**config.mk**
```make
export PLATFORM = sky130hd
export DESIGN_NAME = bfgg_ctrl
export DESIGN_NICKNAME = d
export VERILOG_FILES = /design/src/rtl/bfgg_pkg.sv /design/src/rtl/bfgg_ctrl.sv
export SDC_FILE = /design/constraint.sdc
export NUM_CORES = 1
export LEC_CHECK = 0
export BUFFER_PORTS_ARGS = -buffer_cell sky130_fd_sc_hd__buf_2
export CAP_MARGIN = 10
export CORE_MARGIN = 2
export CORE_UTILIZATION = 40
export CTS_BUF_LIST = sky130_fd_sc_hd__clkbuf_4
export DETAILED_ROUTE_END_ITERATION = 8
export PLACE_DENSITY = 0.7
export SETUP_SLACK_MARGIN = 0.05
export SLEW_MARGIN = 15
export SYNTH_ARGS = -nofsm -noshare
export SYNTH_HDL_FRONTEND = slang
export SYNTH_SLANG_ARGS = --single-unit
```
**constraint.sdc**
```tcl
create_clock -name clk -period 2.9 [get_ports clk]
set_input_delay 0.145 -clock clk [delete_from_list [all_inputs] [get_ports clk]]
set_output_delay 0.145 -clock clk [all_outputs]
set_load 0.01 [all_outputs]
```
**src/rtl/bfgg_pkg.sv**
```systemverilog
`timescale 1ns / 1ps
// ----------------------------------------------------------------------------
// bfgg_pkg: shared types and constants
// Payload structs, operation and status codes, register indexes and the
// controller/datapath command bundle.
// ----------------------------------------------------------------------------
package bfgg_pkg;

  localparam int unsigned DEF_MAX_CELLS = 1024;
  localparam int unsigned DEF_BAND_COLS = 16;
  localparam int unsigned DEF_MAX_ROWS  = 512;

  localparam int unsigned BIN_W  = 24;
  localparam int unsigned GRAD_W = 48;
  localparam int unsigned DIV_W  = 10;

  localparam logic [2:0] OP_START = 3'd0;
  localparam logic [2:0] OP_SCAN  = 3'd1;
  localparam logic [2:0] OP_FIELD = 3'd2;
  localparam logic [2:0] OP_ACC   = 3'd3;
  localparam logic [2:0] OP_READ  = 3'd4;

  localparam logic [1:0] ST_DONE      = 2'd0;
  localparam logic [1:0] ST_OUTSIDE   = 2'd1;
  localparam logic [1:0] ST_NOT_OWNED = 2'd2;

  localparam logic [1:0] REG_ROWS  = 2'd0;
  localparam logic [1:0] REG_CAP   = 2'd1;
  localparam logic [1:0] REG_FIRST = 2'd2;
  localparam logic [1:0] REG_OWNED = 2'd3;

  typedef struct packed {
    logic [2:0]         operation;
    logic [31:0]        cell_id;
    logic [23:0]        global_bin;
    logic [31:0]        record_weight;
    logic [3:0]         band_column;
    logic [8:0]         band_row;
    logic signed [31:0] field_x;
    logic signed [31:0] field_y;
    logic [9:0]         slot;
  } in_item_t;

  typedef struct packed {
    logic [23:0]        band_start;
    logic [4:0]         band_width;
    logic signed [47:0] grad_x;
    logic signed [47:0] grad_y;
    logic [1:0]         status;
  } out_item_t;

  // controller -> datapath
  typedef struct packed {
    logic load;       // capture input item
    logic div_start;  // launch the column divide
    logic div_step;   // one quotient bit
    logic clr_step;   // clear one gradient entry
    logic clr_reset;  // clear span, restart clear counter
    logic scan_upd;   // fold column into span
    logic field_wr;   // write field store
    logic acc_rd;     // read field and gradient entries
    logic acc_mul;    // register products
    logic acc_wr;     // write back gradient
    logic rd_rd;      // read gradient for a read item
    logic emit;       // launch the result
  } dp_cmd_t;

  // datapath -> controller
  typedef struct packed {
    logic div_done;
    logic clr_done;
  } dp_stat_t;

endpackage

```
**src/rtl/bfgg_ctrl.sv**
```systemverilog
`timescale 1ns / 1ps
// ----------------------------------------------------------------------------
// bfgg_ctrl: sequencer for one item at a time
// Walks each operation through its datapath steps and raises done.
// ----------------------------------------------------------------------------
module bfgg_ctrl (
  input  logic                clk,
  input  logic                rst,
  input  logic                start,
  input  logic [2:0]          operation,
  input  bfgg_pkg::dp_stat_t  stat,
  output bfgg_pkg::dp_cmd_t   cmd,
  output logic                busy,
  output logic                done
);
  import bfgg_pkg::*;

  typedef enum logic [3:0] {
    S_CLEAR, S_IDLE, S_DISPATCH, S_DIV, S_ACC_RD, S_ACC_MUL, S_ACC_WR,
    S_RD, S_EMIT, S_DONE
  } state_t;

  state_t     state;
  logic [2:0] op;
  logic       sweep_init;  // sweep after reset: no result at its end

  always_comb begin
    cmd = '0;
    cmd.load      = start && !busy;
    cmd.clr_step  = (state == S_CLEAR) && !stat.clr_done;
    cmd.div_start = (state == S_DISPATCH) && (op == OP_SCAN || op == OP_ACC);
    cmd.clr_reset = (state == S_DISPATCH) && (op == OP_START);
    cmd.field_wr  = (state == S_DISPATCH) && (op == OP_FIELD);
    cmd.rd_rd     = (state == S_DISPATCH) && (op == OP_READ);
    cmd.div_step  = (state == S_DIV);
    cmd.scan_upd  = (state == S_DIV) && stat.div_done && (op == OP_SCAN);
    cmd.acc_rd    = (state == S_ACC_RD);
    cmd.acc_mul   = (state == S_ACC_MUL);
    cmd.acc_wr    = (state == S_ACC_WR);
    cmd.emit      = (state == S_EMIT);
  end

  always_ff @(posedge clk) begin
    if (rst) begin
      state      <= S_CLEAR;
      busy       <= 1'b1;
      done       <= 1'b0;
      op         <= OP_START;
      sweep_init <= 1'b1;
    end else begin
      done <= 1'b0;
      case (state)
        S_CLEAR: if (stat.clr_done) begin
          if (sweep_init) begin
            sweep_init <= 1'b0;
            busy       <= 1'b0;
            state      <= S_IDLE;
          end else begin
            state <= S_EMIT;
          end
        end
        S_IDLE: if (start) begin
          op    <= operation;
          busy  <= 1'b1;
          state <= S_DISPATCH;
        end
        S_DISPATCH: begin
          case (op)
            OP_SCAN, OP_ACC: state <= S_DIV;
            OP_START:        state <= S_CLEAR;
            default:         state <= S_EMIT;
          endcase
        end
        S_DIV: if (stat.div_done) begin
          state <= (op == OP_ACC) ? S_ACC_RD : S_EMIT;
        end
        S_ACC_RD:  state <= S_ACC_MUL;
        S_ACC_MUL: state <= S_ACC_WR;
        S_ACC_WR:  state <= S_EMIT;
        S_RD:      state <= S_EMIT;
        S_EMIT:    state <= S_DONE;
        S_DONE: begin
          done  <= 1'b1;
          busy  <= 1'b0;
          state <= S_IDLE;
        end
        default: state <= S_IDLE;
      endcase
    end
  end
endmodule

```
==> impl_metrics.env, run 1 <==
export IMPL_netlist_area_um2=621
export IMPL_seq_area_frac_synth=0.323
export IMPL_htreeDepth=1
export IMPL_crit_fanout=12
export IMPL_critPathRequiredTime_ps=2760
export IMPL_cts_hold_buf=0
export IMPL_cellLeakagePower_nw=0.328
export IMPL_dieArea_um2=1880
export IMPL_die_h_um=43.4
export IMPL_timing_rr_end="state[1]$_SDFFE_PP0P_"
export IMPL_synth_fp_nets=91
export IMPL_numClockSinks=10
export IMPL_fin_crit_ps=1970
export IMPL_antenna_found_initial=0
export IMPL_timing_final_crit_share=0.679
export IMPL_layout_commonest_cell="buf_2"
export IMPL_n_antenna_cell=0
export IMPL_wl_met2_um=646
export IMPL_drt_initial_drc_count=20
export IMPL_root_buffer="clkbuf_4"
export IMPL_grt_max_degree=15
export IMPL_setup_viol=0
export IMPL_fin_util=0.503
export IMPL_fin_nets=111
export IMPL_cts_resized_gates=0
export IMPL_synthDistinctLibCells=35
export IMPL_place_area_um2=713
export IMPL_yosys_register_bits=10
export IMPL_vdd_drop_max_v=0.000274
export IMPL_r2r_start="state[0]$_SDFFE_PP0P_"
export IMPL_grt_usage=0.186
export IMPL_remaining_drc_errors=0
export IMPL_tns_ps=0
export IMPL_drive_gt1_frac=0.245
export IMPL_wl_mm=1.55
export IMPL_max_freq_mhz=508
export IMPL_die_x_um=43.4
export IMPL_rows=14
export IMPL_fp_coreArea_um2=1470
export IMPL_max_slew_margin_rel=0.726
export IMPL_critPathCaptureType="output pin"
export IMPL_clk_latency_ps=280
export IMPL_place_port_buffers=21
export IMPL_async_flop_share=0
export IMPL_detailroute_via_count=672
export IMPL_postRouteAntennaNets=0
export IMPL_outcome="complete, no violations"
export IMPL_reg2reg_setup_slack_ps=1220
export IMPL_critPathLaunchType="flop"
export IMPL_wl_met3_um=166
export IMPL_finalWorstSetupSlack_ps=932
export IMPL_highest_layer="met4"
export IMPL_min_path_type="in2reg"
export IMPL_postSynthAreaPerCell_um2=7.48
export IMPL_final_area_um2=739
export IMPL_yosys_warnings=0
export IMPL_power_per_cell_area_nw_per_um2=567
export IMPL_clk_pin_slew_worst_paths_ps=60
export IMPL_synthFlopType="dfxtp_1"
export IMPL_timing_hold_ws_ps=102
export IMPL_wl_per_cell_um=13.2
export IMPL_totalPowerFinal_uw=419
export IMPL_ioPinCount=22
export IMPL_slew_violations=0
export IMPL_dp_hpwl_mm=1.15
export IMPL_syn_inst=83
export IMPL_drt_pass1_iter_count=4
export IMPL_grt_pass1_wl_mm=2.53
export IMPL_placedCellCount=114
export IMPL_final_cells=118
export IMPL_numCtsBuffers=3
export IMPL_postCtsSetupRepairBufs=0
export IMPL_vias_per_cell=5.69
export IMPL_clock_skew_ps=12.9
export IMPL_drv_cap=0
export IMPL_cp_arrival_ps=1820
export IMPL_hold_path_endpoint="op[0]$_SDFFE_PP0P_"
export IMPL_max_slew_worst_pin_slew_ps=411
export IMPL_cts_tree="done"
export IMPL_synth_edf_count=0
export IMPL_min_from="operation[0]"
export IMPL_start_util=0.422
export IMPL_overflow=0
export IMPL_final_cell_mix="buf_2 (21), nor2_1 (15), dfxtp_1 (10)"
export IMPL_first_global_vias=570
export IMPL_hold_path_depth=3
export IMPL_rr_worst_depth=4
export IMPL_clk_path_buf_depth=2
export IMPL_routabilityCongestion=0.831
export IMPL_rsz0062_at_grt="false"
export IMPL_area_delta_synth_final_pct=19.2
export IMPL_final_hold_viol_count=0
export IMPL_dp_worst_setup_slack_ps=1270
export IMPL_worstSetupPathType="reg2out"
export IMPL_drt_met1_wl_um=710
-- worst max path at each step --
stage | from | endpoint | slack (ps)
after CTS | state[0]$_SDFFE_PP0P_ | cmd[1] | 950
after detailed placement | state[0]$_SDFFE_PP0P_ | cmd[1] | 1270
after global routing | state[1]$_SDFFE_PP0P_ | cmd[7] | 790
after global placement | state[0]$_SDFFE_PP0P_ | cmd[1] | 1270
after floorplan | state[2]$_SDFFE_PP0P_ | state[1]$_SDFFE_PP0P_ | 1410
final | state[2]$_SDFFE_PP0P_ | cmd[7] | 930
-- where the power goes --
group / switching, mW / internal (mW)
Clock: 0.0572 / 0.0499
Sequential: 0.0297 / 0.154
Combinational: 0.0722 / 0.0564
-- cell usage after synthesis, drive strengths merged (2+ instances only) --
| master | count | area, um2 |
|---|---|---|
| a21oi | 4 | 20.0 |
| a31oi | 2 | 12.5 |
| buf | 4 | 25.0 |
| clkbuf | 2 | 7.51 |
| dfxtp | 10 | 200 |
| inv | 4 | 15.0 |
| mux2i | 3 | 30.0 |
| nand2 | 5 | 18.8 |
| nand2b | 5 | 31.3 |
| nor2 | 15 | 56.3 |
| nor3 | 4 | 20.0 |
| o21ai | 3 | 15.0 |
| o31ai | 2 | 20.0 |
| or2 | 2 | 12.5 |
| or4 | 2 | 15.0 |
-- sequential cells by signal, summed over array words and instances (netlist names) --
register,count
sweep_init,1
state,4
busy,1
op,3
done,1
-- cells by family (layout without fill, tap and decap cells) --
logic type	count (synthesis)	count (layout)	share of synthesized area
buf+inv	10	29	0.0766
simple gates	40	40	0.325
mux	3	3	0.0484
flops	10	10	0.323
compound gates	20	20	0.228
-- layout make-up --
class | count | area [um2]
well taps | 16 | 20.0
repair buffers | 21 | 105
clock inverters | 1 | 3.75
fillers | 164 | 732
clock buffers | 3 | 22.5
flip-flops and latches | 10 | 200
inverters | 4 | 15.0
multi-input cells | 63 | 373
-- per-layer routing --
layer  track usage  up-vias
li1              -      336
met1         0.241      299
met2         0.263       33
met3        0.0792        4
met4        0.0970        0
met5             0        -
-- worst max-delay path: stages (launching register included) --
cell	delay, ps
dfxtp_1	420
or2_0	370
or4_1	530
nor2_1	100
buf_2	130
Power figures use the tool's default switching activity.
==> run 2, diff against run 1 <==
--- a/config.mk
+++ b/config.mk
@@ -5,6 +5,7 @@
 export SDC_FILE = /design/constraint.sdc
 export NUM_CORES = 1
 export LEC_CHECK = 0
+export ABC_AREA = 1
 export BUFFER_PORTS_ARGS = -buffer_cell sky130_fd_sc_hd__buf_2
 export CAP_MARGIN = 10
 export CORE_MARGIN = 2
==> constraint.sdc (replaced) <==
create_clock -name clk -period 1.9 [get_ports clk]
set_input_delay 0.095 -clock clk [delete_from_list [all_inputs] [get_ports clk]]
set_output_delay 0.095 -clock clk [all_outputs]
set_load 0.01 [all_outputs]
==> run 2 against run 1 <==
Against the previous run: routed wire length shrank 5.0%; cell count is 20% higher; synthesized cell count grew 23%; sequential power rose by 63%; largest cell class unchanged; largest power group is now combinational cells; highest routed layer unchanged.
==> impl_metrics.env, run 2 <==
export IMPL_postRouteAntennaNets=0
export IMPL_final_cell_mix="nand2_1 (24), buf_2 (21), inv_1 (20)"
export IMPL_final_cells=142
export IMPL_htreeDepth=1
export IMPL_max_slew_worst_pin_slew_ps=365
export IMPL_grt_max_degree=9
export IMPL_dp_hpwl_mm=1.23
export IMPL_root_buffer="clkbuf_4"
export IMPL_vdd_drop_max_v=0.000543
export IMPL_place_area_um2=747
export IMPL_grt_pass1_wl_mm=2.35
export IMPL_clk_path_buf_depth=2
export IMPL_yosys_register_bits=10
export IMPL_wl_per_cell_um=10.4
export IMPL_synth_edf_count=0
export IMPL_first_global_vias=588
export IMPL_fillerInstances=146
export IMPL_setup_viol=0
export IMPL_place_port_buffers=21
export IMPL_drt_initial_drc_count=8
export IMPL_regMostFlops="state"
export IMPL_rsz0062_at_grt="false"
export IMPL_fp_coreArea_um2=1490
export IMPL_fin_util=0.519
export IMPL_worstSetupPathType="reg2out"
export IMPL_seq_area_frac_synth=0.316
export IMPL_cts_resized_gates=0
export IMPL_cellLeakagePower_nw=0.465
export IMPL_die_h_um=43.8
export IMPL_ioPinCount=22
export IMPL_largest_reg_flops=4
export IMPL_clk_latency_ps=280
export IMPL_r2r_start="state[1]$_SDFFE_PP0P_"
export IMPL_rows=14
export IMPL_drive_gt1_frac=0.238
export IMPL_synthFlopType="dfxtp_1"
export IMPL_drt_pass1_iter_count=4
export IMPL_wl_mm=1.48
export IMPL_overflow=0
export IMPL_crit_fanout=8
export IMPL_synth_common_cells="nand2_1 (24), inv_1 (20), nor2_1 (16)"
export IMPL_synthDistinctLibCells=18
export IMPL_remaining_drc_errors=0
export IMPL_final_area_um2=773
export IMPL_critPathLaunchType="flop"
export IMPL_reg_top3="state x4, op x3"
export IMPL_critPathRequiredTime_ps=1800
export IMPL_detailroute_via_count=679
export IMPL_tns_ps=0
export IMPL_netlist_area_um2=633
export IMPL_cp_arrival_ps=1560
export IMPL_clk_pin_slew_worst_paths_ps=70
export IMPL_yosys_top_cells_area="dfxtp_1 (32%), nand2_1 (14%), inv_1 (12%), nor2_1 (9.5%), nand3_1 (6.3%)"
export IMPL_placedCellCount=138
export IMPL_fin_nets=135
export IMPL_area_delta_synth_final_pct=22.1
export IMPL_antenna_found_initial=0
export IMPL_numClockSinks=10
export IMPL_crit_start="state[1]$_SDFFE_PP0P_"
export IMPL_postSynthAreaPerCell_um2=6.21
export IMPL_outcome="complete, no violations"
export IMPL_synth_most_common_cell="nand2_1"
export IMPL_routabilityCongestion=0.813
export IMPL_fin_crit_ps=1660
export IMPL_n_antenna_cell=0
export IMPL_critPathCaptureType="output pin"
export IMPL_clock_skew_ps=7.61
export IMPL_postCtsSetupRepairBufs=0
export IMPL_drv_cap=0
export IMPL_async_flop_share=0
export IMPL_min_from="rst"
export IMPL_timing_final_crit_share=0.872
export IMPL_layout_commonest_cell="nand2_1"
export IMPL_grt_usage=0.167
export IMPL_synth_fp_nets=110
export IMPL_timing_hold_ws_ps=10.9
export IMPL_max_slew_margin_rel=0.757
export IMPL_syn_inst=102
export IMPL_dieArea_um2=1920
export IMPL_vias_per_cell=4.78
export IMPL_cts_hold_buf=0
export IMPL_min_path_type="in2reg"
export IMPL_numCtsBuffers=3
export IMPL_start_util=0.425
export IMPL_die_x_um=43.8
export IMPL_yosys_warnings=0
export IMPL_power_per_cell_area_nw_per_um2=1040
export IMPL_yosysTopAreaCell="dfxtp_1"
export IMPL_synth_top_cell_area_share=0.316
export IMPL_cts_tree="done"
export IMPL_max_freq_mhz=603
export IMPL_slew_violations=0
export IMPL_final_hold_viol_count=0
==> run 2: cell types whose count changed after synthesis, sizes merged, moves of 3 or more <==
cell    change
mux2i       -3
nor3        -3
nand2b      -5
nand3       +8
nand2      +19
buf         -3
nor2        +5
inv        +17
==> run 2: layer usage <==
layer,GRT usage,wire length (um)
met2,0.288,717
met4,0.109,38
met5,0,0
met3,0.0250,62
met1,0.188,657
==> run 2: report_power, final <==
part,switching [mW],internal (mW),total [mW]
clock,0.0817,0.0763,0.158
sequential,0.0475,0.252,0.299
combinational,0.220,0.128,0.348
total,0.349,0.456,0.805
==> run 2: path summary, 6_finish.rpt <==
kind,endpoint,slack [ps],cells past startpoint
worst max-delay path,cmd[5],240,5
worst min-delay path,done$_SDFF_PP0_,10,2
worst max register to register,state[1]$_SDFFE_PP0P_,620,6
worst min register to register,busy$_SDFFE_PP1P_,480,2
==> run 2: kinds of logic after synthesis <==
kind of cell | after synthesis | synth area share
AND/OR/NAND/NOR | 60 | 0.461
flip-flops | 10 | 0.316
buffers and inverters | 22 | 0.142
AO/OA/AOI/OAI | 10 | 0.0810
==> run 2: per-stage QoR <==
step	worst slack [ps]	total power, mW
final	243	0.805
after global routing	100	0.871
after CTS	261	0.805
after detailed placement	575	0.653
after global placement	627	0.644
after floorplan	715	0.567
==> run 2: cell type report <==
type	count	area [um2]	area share
clock buffers	3	22.5	0.0291
inverters	21	78.8	0.102
repair buffers	21	105	0.136
clock inverters	1	3.75	0.00485
well taps	16	20.0	0.0259
flip-flops and latches	10	200	0.259
multi-input cells	70	343	0.443
==> run 2: worst max-delay path, cell delays in order, from the launching register on <==
cell	delay (ps)
dfxtp_1	540
nand2_1	160
nor2_2	170
inv_1	80
nor4_1	160
buf_2	170
==> run 3, diff against run 2 <==
--- a/config.mk
+++ b/config.mk
@@ -6,7 +6,8 @@
 export NUM_CORES = 1
 export LEC_CHECK = 0
 export ABC_AREA = 1
-export BUFFER_PORTS_ARGS = -buffer_cell sky130_fd_sc_hd__buf_2
+export ABC_CLOCK_PERIOD_IN_PS = 1900
+export BUFFER_PORTS_ARGS = -buffer_cell sky130_fd_sc_hd__buf_4
 export CAP_MARGIN = 10
 export CORE_MARGIN = 2
 export CORE_UTILIZATION = 40
==> run 3 against run 2 <==
Against the previous run: utilization grew 4.2 points; critical path type unchanged; setup slack gained 14 ps; first-iteration DRC count grew 130%.
==> impl_metrics.env, run 3 (synthesized netlist as in run 2, its figures left out) <==
export IMPL_fillerInstances=153
export IMPL_final_hold_viol_count=0
export IMPL_htreeDepth=1
export IMPL_clock_skew_ps=3.65
export IMPL_fin_crit_ps=1640
export IMPL_root_buffer="clkbuf_4"
export IMPL_clk_pin_slew_worst_paths_ps=70
export IMPL_die_h_um=43.8
export IMPL_power_frac_seq=0.363
export IMPL_cts_tree="done"
export IMPL_setup_viol=0
export IMPL_drt_pass1_iter_count=4
export IMPL_postRouteAntennaNets=0
export IMPL_seq_area_um2=200
export IMPL_vdd_drop_max_v=0.000529
export IMPL_reg_top3="state x4, op x3"
export IMPL_dp_hpwl_mm=1.21
export IMPL_wl_mm=1.47
export IMPL_vias_per_cell=4.80
export IMPL_rsz0062_at_grt="false"
export IMPL_numCtsBuffers=3
export IMPL_clk_latency_ps=270
export IMPL_tns_ps=0
export IMPL_outcome="complete, no violations"
export IMPL_cp_arrival_ps=1550
export IMPL_clk_path_buf_depth=2
export IMPL_n_antenna_cell=0
export IMPL_numClockSinks=10
export IMPL_place_port_buffers=21
export IMPL_postCtsSetupRepairBufs=0
export IMPL_critPathCaptureType="output pin"
export IMPL_detailroute_via_count=686
export IMPL_largest_reg_flops=4
export IMPL_grt_pass1_wl_mm=2.57
export IMPL_place_area_um2=800
export IMPL_max_slew_margin_rel=0.765
export IMPL_overflow=0
export IMPL_dieArea_um2=1920
export IMPL_rows=14
export IMPL_die_x_um=43.8
export IMPL_timing_hold_ws_ps=99.2
export IMPL_area_delta_synth_final_pct=32.0
export IMPL_power_frac_comb=0.446
export IMPL_grt_max_degree=9
export IMPL_drt_initial_drc_count=18
export IMPL_antenna_found_initial=0
export IMPL_wl_per_cell_um=10.3
export IMPL_slew_violations=0
export IMPL_final_area_um2=836
export IMPL_fin_nets=136
export IMPL_cellLeakagePower_nw=0.476
export IMPL_regMostFlops="state"
export IMPL_switching_share=0.421
export IMPL_layout_commonest_cell="nand2_1"
export IMPL_final_cells=143
export IMPL_drive_gt1_frac=0.236
export IMPL_first_global_vias=619
export IMPL_timing_final_crit_share=0.865
export IMPL_pwr_share_clk=0.190
export IMPL_multi_input_area_um2=343
export IMPL_remaining_drc_errors=0
export IMPL_max_slew_worst_pin_slew_ps=352
export IMPL_max_freq_mhz=609
export IMPL_crit_fanout=8
export IMPL_drv_cap=0
export IMPL_grt_usage=0.182
export IMPL_fp_coreArea_um2=1490
export IMPL_routabilityCongestion=0.825
export IMPL_placedCellCount=138
export IMPL_start_util=0.425
export IMPL_p_int_uw=476
export IMPL_worstSetupPathType="reg2out"
export IMPL_final_cell_mix="nand2_1 (24), buf_4 (21), inv_1 (20)"
export IMPL_critPathLaunchType="flop"
export IMPL_min_path_type="in2reg"
export IMPL_critPathRequiredTime_ps=1800
export IMPL_ioPinCount=22
export IMPL_switchingPower_uw=347
export IMPL_power_per_cell_area_nw_per_um2=984
==> run 3: cell types whose count changed in the layout (fill, tap and decap cells not counted) <==
cell | previous run | this run
buf_4 | 0 | 21
buf_2 | 21 | 0
dlygate4sd3_1 | 0 | 1
==> run 3: area by class of cell <==
| cell class | instances | area share |
|---|---|---|
| multi-input cells | 70 | 0.410 |
| flip-flops and latches | 10 | 0.240 |
| repair buffers | 22 | 0.201 |
| inverters | 21 | 0.0943 |
| clock buffers | 3 | 0.0269 |
| well taps | 16 | 0.0240 |
| clock inverters | 1 | 0.00449 |
==> run 3: worst paths after layout <==
path	cells after the start	slack [ps]	startpoint	end
worst min-delay path	3	100	operation[0]	op[0]$_SDFFE_PP0P_
worst max register to register	6	610	state[1]$_SDFFE_PP0P_	state[1]$_SDFFE_PP0P_
worst max-delay path	5	260	state[1]$_SDFFE_PP0P_	cmd[1]
worst min register to register	2	470	busy$_SDFFE_PP1P_	busy$_SDFFE_PP1P_
==> run 3: layer usage <==
layer | vias up | routed length (um) | track usage
li1 | 370 | - | -
met5 | - | 0 | 0
met3 | 4 | 84 | 0.0250
met2 | 29 | 682 | 0.285
met4 | 0 | 13 | 0.115
met1 | 283 | 687 | 0.232
==> run 3: per-stage QoR <==
step	setup slack, ps	util	total power, mW
floorplan	715	-	0.567
global placement	608	0.537	0.664
detailed placement	562	0.537	0.669
CTS	249	0.561	0.826
global route	96.5	0.561	0.891
finish	257	0.561	0.823
==> run 3: critical path, stage by stage, from the launching register on <==
cell and delay [ps]:
dfxtp_1 530, nand2_1 150, nor2_2 160, inv_1 80, nor4_1 190, buf_4 170
==> run 3: power by group through the flow <==
stage	sequential [mW]	combinational, mW	clock, mW
floorplan	0.291	0.276	0
global placement	0.302	0.362	0
detailed placement	0.304	0.365	0
CTS	0.299	0.368	0.159
global route	0.306	0.418	0.167
finish	0.299	0.367	0.157
==> run 3: repair_timing <==
item	in CTS	in global routing
endpoints found under the hold margin	2	0
hold buffers	1	0
resized for setup	0	0
